`config.mk`:
```
export PLATFORM = sky130hd
export DESIGN_NAME = skinny128_block_cipher
export DESIGN_NICKNAME = d
export VERILOG_FILES = /design/src/rtl/skc_pkg.sv /design/src/rtl/skc_datapath.sv /design/src/rtl/skc_ctrl.sv /design/src/rtl/skinny128_block_cipher.sv
export SDC_FILE = /design/constraint.sdc
export NUM_CORES = 2
export LEC_CHECK = 0
export BUFFER_PORTS_ARGS = -buffer_cell sky130_fd_sc_hd__buf_2
export CAP_MARGIN = 5
export CORE_UTILIZATION = 33
export DETAILED_ROUTE_END_ITERATION = 6
export SLEW_MARGIN = 0
export SYNTH_ARGS = -nofsm -noshare
export SYNTH_HDL_FRONTEND = slang
export SYNTH_SLANG_ARGS = --single-unit
```
`constraint.sdc`:
```
create_clock -name clock -period 15.9 [get_ports clock]
set_input_delay 0.795 -clock clock [delete_from_list [all_inputs] [get_ports clock]]
set_output_delay 0.795 -clock clock [all_outputs]
set_load 0.02 [all_outputs]
```
`src/rtl/skc_pkg.sv`:
```
// Shared constants, types and round functions for the SKINNY-128 block.
package skc_pkg;

   localparam int unsigned NUM_CSR = 8;
   localparam int unsigned CSR_IDX_W = 3;
   localparam int unsigned MAX_ROUNDS = 56;
   localparam int unsigned ROUND_W = 6;

   typedef enum logic [CSR_IDX_W-1:0] {
      CSR_KEY0_LO = 3'd0,
      CSR_KEY0_HI = 3'd1,
      CSR_KEY1_LO = 3'd2,
      CSR_KEY1_HI = 3'd3,
      CSR_KEY2_LO = 3'd4,
      CSR_KEY2_HI = 3'd5,
      CSR_KEY_WORDS = 3'd6,
      CSR_TWEAKED = 3'd7
   } csr_idx_type;

   // Controller to datapath commands
   typedef struct packed {
      logic load;      // latch block, tweakeys, counts
      logic fwd_key;   // advance tweakey schedule one round (no state change)
      logic round;     // apply one cipher round
      logic done;      // present result
   } dp_cmd_type;

   // Datapath to controller status
   typedef struct packed {
      logic [ROUND_W-1:0] rounds;
      logic               decrypt;
   } dp_sts_type;

   function automatic logic [31:0] sb_fwd(input logic [31:0] xi);
      logic [31:0] x, y;
      x = xi;
      x = x ^ ((~((x >> 2) | (x >> 3))) & 32'h11111111);
      y = (~((x << 5) | (x << 1))) & 32'h20202020;
      x = x ^ (((~((x << 5) | (x << 4))) & 32'h40404040) ^ y);
      y = (~((x << 2) | (x << 1))) & 32'h80808080;
      x = x ^ (((~((x >> 2) | (x << 1))) & 32'h02020202) ^ y);
      y = (~((x >> 5) | (x << 1))) & 32'h04040404;
      x = x ^ (((~((x >> 1) | (x >> 2))) & 32'h08080808) ^ y);
      return ((x & 32'h08080808) << 1) | ((x & 32'h32323232) << 2) |
             ((x & 32'h01010101) << 5) | ((x & 32'h80808080) >> 6) |
             ((x & 32'h40404040) >> 4) | ((x & 32'h04040404) >> 2);
   endfunction

   function automatic logic [31:0] sb_inv(input logic [31:0] xi);
      logic [31:0] x, y;
      x = xi;
      y = (~((x >> 1) | (x >> 3))) & 32'h01010101;
      x = x ^ (((~((x >> 2) | (x >> 3))) & 32'h10101010) ^ y);
      y = (~((x >> 6) | (x >> 1))) & 32'h02020202;
      x = x ^ (((~((x >> 1) | (x >> 2))) & 32'h08080808) ^ y);
      y = (~((x << 2) | (x << 1))) & 32'h80808080;
      x = x ^ (((~((x >> 1) | (x << 2))) & 32'h04040404) ^ y);
      y = (~((x << 5) | (x << 1))) & 32'h20202020;
      x = x ^ (((~((x << 4) | (x << 5))) & 32'h40404040) ^ y);
      return ((x & 32'h01010101) << 2) | ((x & 32'h04040404) << 4) |
             ((x & 32'h02020202) << 6) | ((x & 32'h20202020) >> 5) |
             ((x & 32'hC8C8C8C8) >> 2) | ((x & 32'h10101010) >> 1);
   endfunction

   function automatic logic [31:0] rotl(input logic [31:0] x, input int unsigned c);
      return (x << c) | (x >> (32 - c));
   endfunction

   function automatic logic [31:0] lfsr2(input logic [31:0] x);
      return ((x << 1) & 32'hFEFEFEFE) ^ (((x >> 7) ^ (x >> 5)) & 32'h01010101);
   endfunction

   function automatic logic [31:0] lfsr3(input logic [31:0] x);
      return ((x >> 1) & 32'h7F7F7F7F) ^ (((x << 7) ^ (x << 1)) & 32'h80808080);
   endfunction

   function automatic logic [31:0] lfsr2_inv(input logic [31:0] x);
      return ((x >> 1) & 32'h7F7F7F7F) ^ (((x << 7) ^ (x << 1)) & 32'h80808080);
   endfunction

   function automatic logic [31:0] lfsr3_inv(input logic [31:0] x);
      return ((x << 1) & 32'hFEFEFEFE) ^ (((x >> 7) ^ (x >> 5)) & 32'h01010101);
   endfunction

   // Forward cell permutation of one tweakey word
   function automatic logic [127:0] tk_perm(input logic [127:0] t);
      logic [31:0] a, b, t0, t1;
      a = t[95:64];
      b = t[127:96];
      b = {b[15:0], b[31:16]};
      t0 = ((a >> 8) & 32'h000000FF) | ((a << 16) & 32'h00FF0000) | (b & 32'hFF00FF00);
      t1 = ((a >> 16) & 32'h000000FF) | (a & 32'hFF000000) |
           ((b << 8) & 32'h0000FF00) | (b & 32'h00FF0000);
      return {t[63:32], t[31:0], t1, t0};
   endfunction

   // Inverse cell permutation (byte-level inverse of tk_perm)
   function automatic logic [127:0] tk_perm_inv(input logic [127:0] t);
      logic [127:0] p, r;
      logic [3:0]   src;
      p = tk_perm(128'h0F0E0D0C0B0A09080706050403020100);
      r = '0;
      for (int i = 0; i < 16; i++) begin
         src = p[i*8 +: 4];
         r[src*8 +: 8] = t[i*8 +: 8];
      end
      return r;
   endfunction

   function automatic logic [5:0] rc_next(input logic [5:0] rc);
      return {rc[4:0], 1'b0} ^ {5'd0, rc[5] ^ rc[4] ^ 1'b1};
   endfunction

   function automatic logic [5:0] rc_prev(input logic [5:0] rc);
      return {rc[0] ^ rc[5] ^ 1'b1, rc[5:1]};
   endfunction

endpackage

```
`src/rtl/skc_datapath.sv`:
```
// SKINNY-128 datapath: state register, tweakey registers, round function.
module skc_datapath (
   input  logic                    clock,
   input  skc_pkg::dp_cmd_type     cmd,
   output skc_pkg::dp_sts_type     sts,
   input  logic                    req_kind,
   input  logic [63:0]             req_block_lo,
   input  logic [63:0]             req_block_hi,
   input  logic [63:0]             req_tweak_lo,
   input  logic [63:0]             req_tweak_hi,
   input  logic [383:0]            key_words_in,
   input  logic [1:0]              key_words,
   input  logic                    tweaked,
   output logic [63:0]             rsp_result_lo,
   output logic [63:0]             rsp_result_hi
);
   import skc_pkg::*;

   logic [127:0] st_ff, st_in;
   logic [127:0] tk1_ff, tk2_ff, tk3_ff, tk1_in, tk2_in, tk3_in;
   logic [5:0]   rc_ff, rc_in;
   logic         dec_ff, tw_ff, use2_ff, use3_ff;
   logic [ROUND_W-1:0] rounds_ff;
   logic [1:0]   words;
   logic [31:0]  k0, k1;
   logic [5:0]   rc_use;
   logic [31:0]  s0, s1, s2, s3, t;

   assign words = (key_words == 2'd0) ? 2'd1 : key_words;

   // Round key from current tweakeys and the next constant
   always_comb begin
      rc_use = rc_next(rc_ff);
      k0 = tk1_ff[31:0] ^ (use2_ff ? tk2_ff[31:0] : 32'd0) ^
           (use3_ff ? tk3_ff[31:0] : 32'd0) ^ {28'd0, rc_use[3:0]} ^
           (tw_ff ? 32'h00020000 : 32'd0);
      k1 = tk1_ff[63:32] ^ (use2_ff ? tk2_ff[63:32] : 32'd0) ^
           (use3_ff ? tk3_ff[63:32] : 32'd0) ^ {30'd0, rc_use[5:4]};
   end

   // Round datapath and tweakey schedule
   always_comb begin
      st_in = st_ff; tk1_in = tk1_ff; tk2_in = tk2_ff; tk3_in = tk3_ff; rc_in = rc_ff;
      s0 = '0; s1 = '0; s2 = '0; s3 = '0; t = '0;
      if (cmd.load) begin
         st_in = {req_block_hi, req_block_lo};
         rc_in = 6'd0;
         if (tweaked) begin
            tk1_in = {req_tweak_hi, req_tweak_lo};
            tk2_in = key_words_in[127:0];
            tk3_in = key_words_in[255:128];
         end else begin
            tk1_in = key_words_in[127:0];
            tk2_in = key_words_in[255:128];
            tk3_in = key_words_in[383:256];
         end
      end else if (cmd.fwd_key) begin
         // run schedule forward to the last round's tweakey
         tk1_in = tk_perm(tk1_ff);
         tk2_in = tk_perm(tk2_ff);
         tk2_in[63:0] = {lfsr2(tk2_in[63:32]), lfsr2(tk2_in[31:0])};
         tk3_in = tk_perm(tk3_ff);
         tk3_in[63:0] = {lfsr3(tk3_in[63:32]), lfsr3(tk3_in[31:0])};
         rc_in = rc_next(rc_ff);
      end else if (cmd.round) begin
         if (!dec_ff) begin
            s0 = sb_fwd(st_ff[31:0]) ^ k0;
            s1 = sb_fwd(st_ff[63:32]) ^ k1;
            s2 = sb_fwd(st_ff[95:64]) ^ 32'h2;
            s3 = sb_fwd(st_ff[127:96]);
            s1 = rotl(s1, 8); s2 = rotl(s2, 16); s3 = rotl(s3, 24);
            s1 = s1 ^ s2;
            s2 = s2 ^ s0;
            t  = s3 ^ s2;
            st_in = {s2, s1, s0, t};
            tk1_in = tk_perm(tk1_ff);
            tk2_in = tk_perm(tk2_ff);
            tk2_in[63:0] = {lfsr2(tk2_in[63:32]), lfsr2(tk2_in[31:0])};
            tk3_in = tk_perm(tk3_ff);
            tk3_in[63:0] = {lfsr3(tk3_in[63:32]), lfsr3(tk3_in[31:0])};
            rc_in = rc_next(rc_ff);
         end else begin
            // tweakeys hold this round's key on entry; step them back after
            s0 = st_ff[31:0]; s1 = st_ff[63:32]; s2 = st_ff[95:64]; s3 = st_ff[127:96];
            t = s3; s3 = s0; s0 = s1; s1 = s2;
            s3 = s3 ^ t;
            s2 = t ^ s0;
            s1 = s1 ^ s2;
            s1 = rotl(s1, 24); s2 = rotl(s2, 16); s3 = rotl(s3, 8);
            s0 = s0 ^ k0; s1 = s1 ^ k1; s2 = s2 ^ 32'h2;
            st_in = {sb_inv(s3), sb_inv(s2), sb_inv(s1), sb_inv(s0)};
            tk1_in = tk_perm_inv(tk1_ff);
            tk2_in = tk2_ff;
            tk2_in[63:0] = {lfsr2_inv(tk2_ff[63:32]), lfsr2_inv(tk2_ff[31:0])};
            tk2_in = tk_perm_inv(tk2_in);
            tk3_in = tk3_ff;
            tk3_in[63:0] = {lfsr3_inv(tk3_ff[63:32]), lfsr3_inv(tk3_ff[31:0])};
            tk3_in = tk_perm_inv(tk3_in);
            rc_in = rc_prev(rc_ff);
         end
      end
   end

   // State, tweakey and per-request control registers
   always_ff @(posedge clock) begin
      st_ff <= st_in;
      rc_ff <= rc_in;
      if (cmd.load) begin
         dec_ff <= req_kind;
         tw_ff <= tweaked;
         tk1_ff <= tk1_in; tk2_ff <= tk2_in; tk3_ff <= tk3_in;
         if (tweaked) begin
            use2_ff <= 1'b1;
            use3_ff <= (words != 2'd1);
            rounds_ff <= (words != 2'd1) ? ROUND_W'(56) : ROUND_W'(48);
         end else begin
            use2_ff <= (words != 2'd1);
            use3_ff <= (words == 2'd3);
            rounds_ff <= (words == 2'd1) ? ROUND_W'(40) :
                         (words == 2'd2) ? ROUND_W'(48) : ROUND_W'(56);
         end
      end else if (cmd.fwd_key || cmd.round) begin
         tk1_ff <= tk1_in; tk2_ff <= tk2_in; tk3_ff <= tk3_in;
      end
   end

   // Decrypt starts from the tweakey of the last round, reached by the
   // forward run; each inverse round then steps the schedule back once.
   assign sts.rounds  = rounds_ff;
   assign sts.decrypt = dec_ff;
   assign rsp_result_lo = st_ff[63:0];
   assign rsp_result_hi = st_ff[127:64];

endmodule

```
`src/rtl/skc_ctrl.sv`:
```
// SKINNY-128 controller: sequences key run-forward, rounds and result strobe.
module skc_ctrl (
   input  logic                clock,
   input  logic                reset,
   input  logic                start,
   output logic                busy,
   output logic                rsp_valid,
   output skc_pkg::dp_cmd_type cmd,
   input  skc_pkg::dp_sts_type sts
);
   import skc_pkg::*;

   typedef enum logic [1:0] {S_IDLE, S_KEYRUN, S_ROUND, S_DONE} state_type;

   state_type state_ff;
   logic [ROUND_W-1:0] cnt_ff;

   // Command decode
   always_comb begin
      cmd = '0;
      cmd.load = (state_ff == S_IDLE) && start;
      cmd.fwd_key = (state_ff == S_KEYRUN) && sts.decrypt;
      cmd.round = (state_ff == S_ROUND);
      cmd.done = (state_ff == S_DONE);
   end

   assign busy = (state_ff != S_IDLE);
   assign rsp_valid = cmd.done;

   // State and round counter
   always_ff @(posedge clock) begin
      if (reset) begin
         state_ff <= S_IDLE;
         cnt_ff <= '0;
      end else begin
         unique case (state_ff)
            S_IDLE: begin
               cnt_ff <= '0;
               if (start) state_ff <= S_KEYRUN;
            end
            S_KEYRUN: begin
               // encrypt needs no run; decrypt steps forward rounds-1 times
               if (!sts.decrypt || cnt_ff == sts.rounds - ROUND_W'(2)) begin
                  state_ff <= S_ROUND;
                  cnt_ff <= '0;
               end else begin
                  cnt_ff <= cnt_ff + ROUND_W'(1);
               end
            end
            S_ROUND: begin
               if (cnt_ff == sts.rounds - ROUND_W'(1)) state_ff <= S_DONE;
               cnt_ff <= cnt_ff + ROUND_W'(1);
            end
            S_DONE: state_ff <= S_IDLE;
            default: state_ff <= S_IDLE;
         endcase
      end
   end

   a_one_cmd: assert property (@(posedge clock) disable iff (reset)
      $onehot0({cmd.load, cmd.fwd_key, cmd.round, cmd.done})) else $error("cmd overlap");
   a_done_after_round: assert property (@(posedge clock) disable iff (reset)
      rsp_valid |-> $past(state_ff == S_ROUND)) else $error("done without rounds");
   a_busy_no_load: assert property (@(posedge clock) disable iff (reset)
      busy |-> !cmd.load) else $error("load while busy");

endmodule

```
`src/rtl/skinny128_block_cipher.sv`:
```
// SKINNY-128 block cipher top level: configuration registers and module wiring.
//
// One request is taken when start is high and busy is low. Encryption needs no
// tweakey run; decryption first runs the tweakey schedule forward rounds-1
// steps to reach the last round key and then applies the inverse rounds. One
// round of the shared round unit runs per cycle. The result appears for a
// single cycle with rsp_valid and cannot be stalled; the next request can be
// taken in the cycle after it.
module skinny128_block_cipher (
   input  logic                          clock,
   input  logic                          reset,
   input  logic                          start,
   output logic                          busy,
   input  logic                          req_kind,
   input  logic [63:0]                   req_block_lo,
   input  logic [63:0]                   req_block_hi,
   input  logic [63:0]                   req_tweak_lo,
   input  logic [63:0]                   req_tweak_hi,
   output logic                          rsp_valid,
   output logic [63:0]                   rsp_result_lo,
   output logic [63:0]                   rsp_result_hi,
   input  logic                          csr_valid,
   output logic                          csr_ready,
   input  logic [skc_pkg::CSR_IDX_W-1:0] csr_index,
   input  logic [63:0]                   csr_data
);
   import skc_pkg::*;

   logic [63:0] key_ff [6];
   logic [1:0]  key_words_ff;
   logic        tweaked_ff;
   dp_cmd_type  cmd;
   dp_sts_type  sts;

   assign csr_ready = 1'b1;

   // Configuration registers
   always_ff @(posedge clock) begin
      if (reset) begin
         for (int i = 0; i < 6; i++) key_ff[i] <= '0;
         key_words_ff <= 2'd1;
         tweaked_ff <= 1'b0;
      end else if (csr_valid) begin
         unique case (csr_idx_type'(csr_index))
            CSR_KEY0_LO: key_ff[0] <= csr_data;
            CSR_KEY0_HI: key_ff[1] <= csr_data;
            CSR_KEY1_LO: key_ff[2] <= csr_data;
            CSR_KEY1_HI: key_ff[3] <= csr_data;
            CSR_KEY2_LO: key_ff[4] <= csr_data;
            CSR_KEY2_HI: key_ff[5] <= csr_data;
            CSR_KEY_WORDS: key_words_ff <= csr_data[1:0];
            CSR_TWEAKED: tweaked_ff <= csr_data[0];
            default: ;
         endcase
      end
   end

   skc_ctrl u_ctrl (
      .clock(clock), .reset(reset), .start(start), .busy(busy),
      .rsp_valid(rsp_valid), .cmd(cmd), .sts(sts)
   );

   skc_datapath u_dp (
      .clock(clock), .cmd(cmd), .sts(sts),
      .req_kind(req_kind), .req_block_lo(req_block_lo), .req_block_hi(req_block_hi),
      .req_tweak_lo(req_tweak_lo), .req_tweak_hi(req_tweak_hi),
      .key_words_in({key_ff[5], key_ff[4], key_ff[3], key_ff[2], key_ff[1], key_ff[0]}),
      .key_words(key_words_ff), .tweaked(tweaked_ff),
      .rsp_result_lo(rsp_result_lo), .rsp_result_hi(rsp_result_hi)
   );

endmodule
```
==> flow_summary_export.csv <==
group,metric,value,unit
synthesis,synthFlopType,"edfxtp_1",
die,rows,149,
synthesis,postSynthAreaPerCell,9.84,um^2
sta,holdWs,0.249,ns
synthesis,synth_edf_count,901,
detailed_routing,avgRoutedWirePerCell,30.0,um
sta,min_period,5.27,ns
place,gp_congestion,0.976,
place,port_buffers,457,
detailed_routing,avgViaCountPerCell,5.71,
synthesis,ys_ff_latch,918,
synthesis,synth_top_area_frac,0.490,
detailed_routing,drtIter0Drc,6694,
global_route,first_global_vias,42971,
sta,max_clock_freq,0.190,GHz
detailed_routing,drc,0,
die,ioPinCount,459,
synthesis,ys_async_sr_fraction,0,
setup_path,critPathTopFamily,"buffers and inverters",
clock_tree,h-tree-depth,3,
detailed_routing,vias,46156,
die,die_w,411,um
clock_tree,numCtsBuffers,102,
global_route,grt_max_degree,213,
clock_tree,cts_buffer_depth,3,
final_layout,layout-drive-gt1-share,0.120,
final_layout,nNetsFinal,6138,
sta,rsz0062_at_grt,"no",
detailed_routing,drt_wl_total,242000,um
final_layout,instances_no_fill,8085,
sta,fin_tns_setup,0,ns
setup_path,crit_path_end_kind,"flop",
die,start_util,0.333,
clock_tree,clk_transition_reported_paths,0.06,ns
synthesis,synth_cell_types,83,
setup_path,critPathBufInv,5,
run,cap_violations,0,
setup_path,crit_top_cell,"buf_4",
global_route,track_usage,0.277,
die,die_h,411,um
final_layout,area_growth,13.1,%
place,dp.cells,7886,
setup_path,cp_max_fo,101,
clock_tree,root_buffer,"clkbuf_16",
sta,maxSlewViolCount,0,
place,dp_hpwl,176000,um
setup_path,crit_slowest_cell,"buf_4",
sta,worst_pin_slew,1.31,ns
synthesis,synthesis.nets,5946,
synthesis,synthTopCellsByCount,"nand2_1 (1025), edfxtp_1 (901), xnor2_1 (434), and2_1 (405), clkbuf_1 (388)",
global_route,antenna_found_initial,58,
synthesis,ys_seq_area_frac,0.497,
sta,finalHoldViolCount,0,
synthesis,synth_area_leaders,"edfxtp_1 (49%), nand2_1 (7.0%), xnor2_1 (6.9%)",
sta,skew,0.0341,ns
sta,period_share,0.331,
place,pre_cts_slack,10.66,ns
clock_tree,post_cts_buffers,0,
synthesis,syn_inst,5609,
clock_tree,ctsHoldBuffers,0,
sta,relSlewSlack,0.118,
die,core_area,166000,um^2
synthesis,mappedNetlistArea,55200,um^2
global_route,overflow,0,
clock_tree,clk_latency,0.74,ns
sta,setup_viol,0,
global_route,grt_pass1_wl,331000,um
clock_tree,cts_tree,"built",
synthesis,synth_top_cell_by_area,"edfxtp_1",
synthesis,synth_most_common_cell,"nand2_1",
detailed_routing,dr.pass1.iters,6,
setup_path,cp_slowest_stage_delay,0.92,ns
setup_path,worstSetupPathType,"flop to flop",
synthesis,yosys_warnings,0,
clock_tree,cts.sinks,918,
sta,setup_slack,10.63,ns
detailed_routing,ant_nets,0,
setup_path,worstPathCellList,"inv_1 > ha_1 > nand2_4 > buf_4 > buf_4 > buf_4 > buf_4 > o21ai_0",
die,dieArea,169000,um^2
hold_path,hold_path.class,"primary input to flop",
run_status,status,"finished, final reports clean",
clock_tree,cts-resized-gates,0,
setup_path,start_kind,"flop",
setup_path,worstPathArrival,5.68,ns
setup_path,critPathRequiredTime,16.31,ns
==> state kept, by name (all words and copies together) (netlist names), 2 cells and up <==
name	cells
u_dp.st_ff	128
u_dp.rounds_ff	2
u_dp.tk3_ff	128
u_dp.tk2_ff	128
u_ctrl.cnt_ff	6
u_dp.tk1_ff	128
key_words_ff	2
key_ff	384
u_dp.rc_ff	6
u_ctrl.state_ff	2
==> routing by layer <==
| layer | GRT usage | vias up | part of all wire |
|---|---|---|---|
| met5 | 0 | - | 0.0015 |
| met4 | 0.114 | 60 | 0.046 |
| met3 | 0.0677 | 436 | 0.11 |
| met2 | 0.441 | 2632 | 0.45 |
| met1 | 0.359 | 22768 | 0.39 |
| li1 | - | 20260 | - |
==> kinds of logic after synthesis <==
kind of cell    synth area share
simple gates               0.198
compound gates             0.141
flops                      0.497
xor+xnor                   0.119
buf+inv                   0.0333
mux                      0.00989
fa+ha+maj                0.00204
other cells            0.0000680
==> layout make-up <==
cell class	count	area [um^2]
clock buffers	137	2710
multi-input cells	4222	26100
repair buffers	529	2880
clock inverters	46	468
diodes	16	40.0
flip-flops and latches	918	27400
inverters	28	108
fillers	16555	103000
well taps	2189	2740
==> final timing paths <==
| kind | cells past startpoint | slack, ns | to | start |
|---|---|---|---|---|
| worst max-delay path | 8 | 10.63 | u_dp.tk3_ff[112]$_DFFE_PP_ | u_ctrl.state_ff[0]$_SDFFE_PP0P_ |
| worst min-delay path | 1 | 0.25 | u_dp.dec_ff$_DFFE_PP_ | req_kind |
| worst max register to register | 8 | 10.63 | u_dp.tk3_ff[112]$_DFFE_PP_ | u_ctrl.state_ff[0]$_SDFFE_PP0P_ |
| worst min register to register | 2 | 0.51 | u_ctrl.cnt_ff[5]$_SDFFE_PP0P_ | u_ctrl.cnt_ff[5]$_SDFFE_PP0P_ |
==> through the flow <==
stage / instance area [um^2] / utilization
5_1_grt: 62400 / 0.377
3_5_place_dp: 59200 / 0.358
3_3_place_gp: 59200 / 0.358
2_1_floorplan: 55200 / -
4_1_cts: 62400 / 0.377
6_report: 62400 / 0.377
==> cells in the final DEF (no fill, tap or decap), types with 11 or more instances in the layout <==
cell type,count
diode_2,16
nor3_1,25
mux2i_1,50
dfxtp_1,16
nor2b_1,370
clkinv_1,20
a21o_1,16
nand3_1,25
nor2_1,291
a31oi_1,369
o211ai_1,41
nand2_1,1023
nand2b_1,18
o21a_1,12
xor2_1,217
buf_2,457
buf_4,68
nand4_1,11
clkbuf_1,34
a21oi_1,170
a211oi_1,361
xnor3_1,30
inv_1,26
o21ai_0,138
or3_1,31
edfxtp_1,901
and2_1,405
clkbuf_16,103
xnor2_1,434
o22ai_1,14
Power is not shown: default switching activity piles up to over one toggle a cycle in this logic, so the estimate is an artifact.
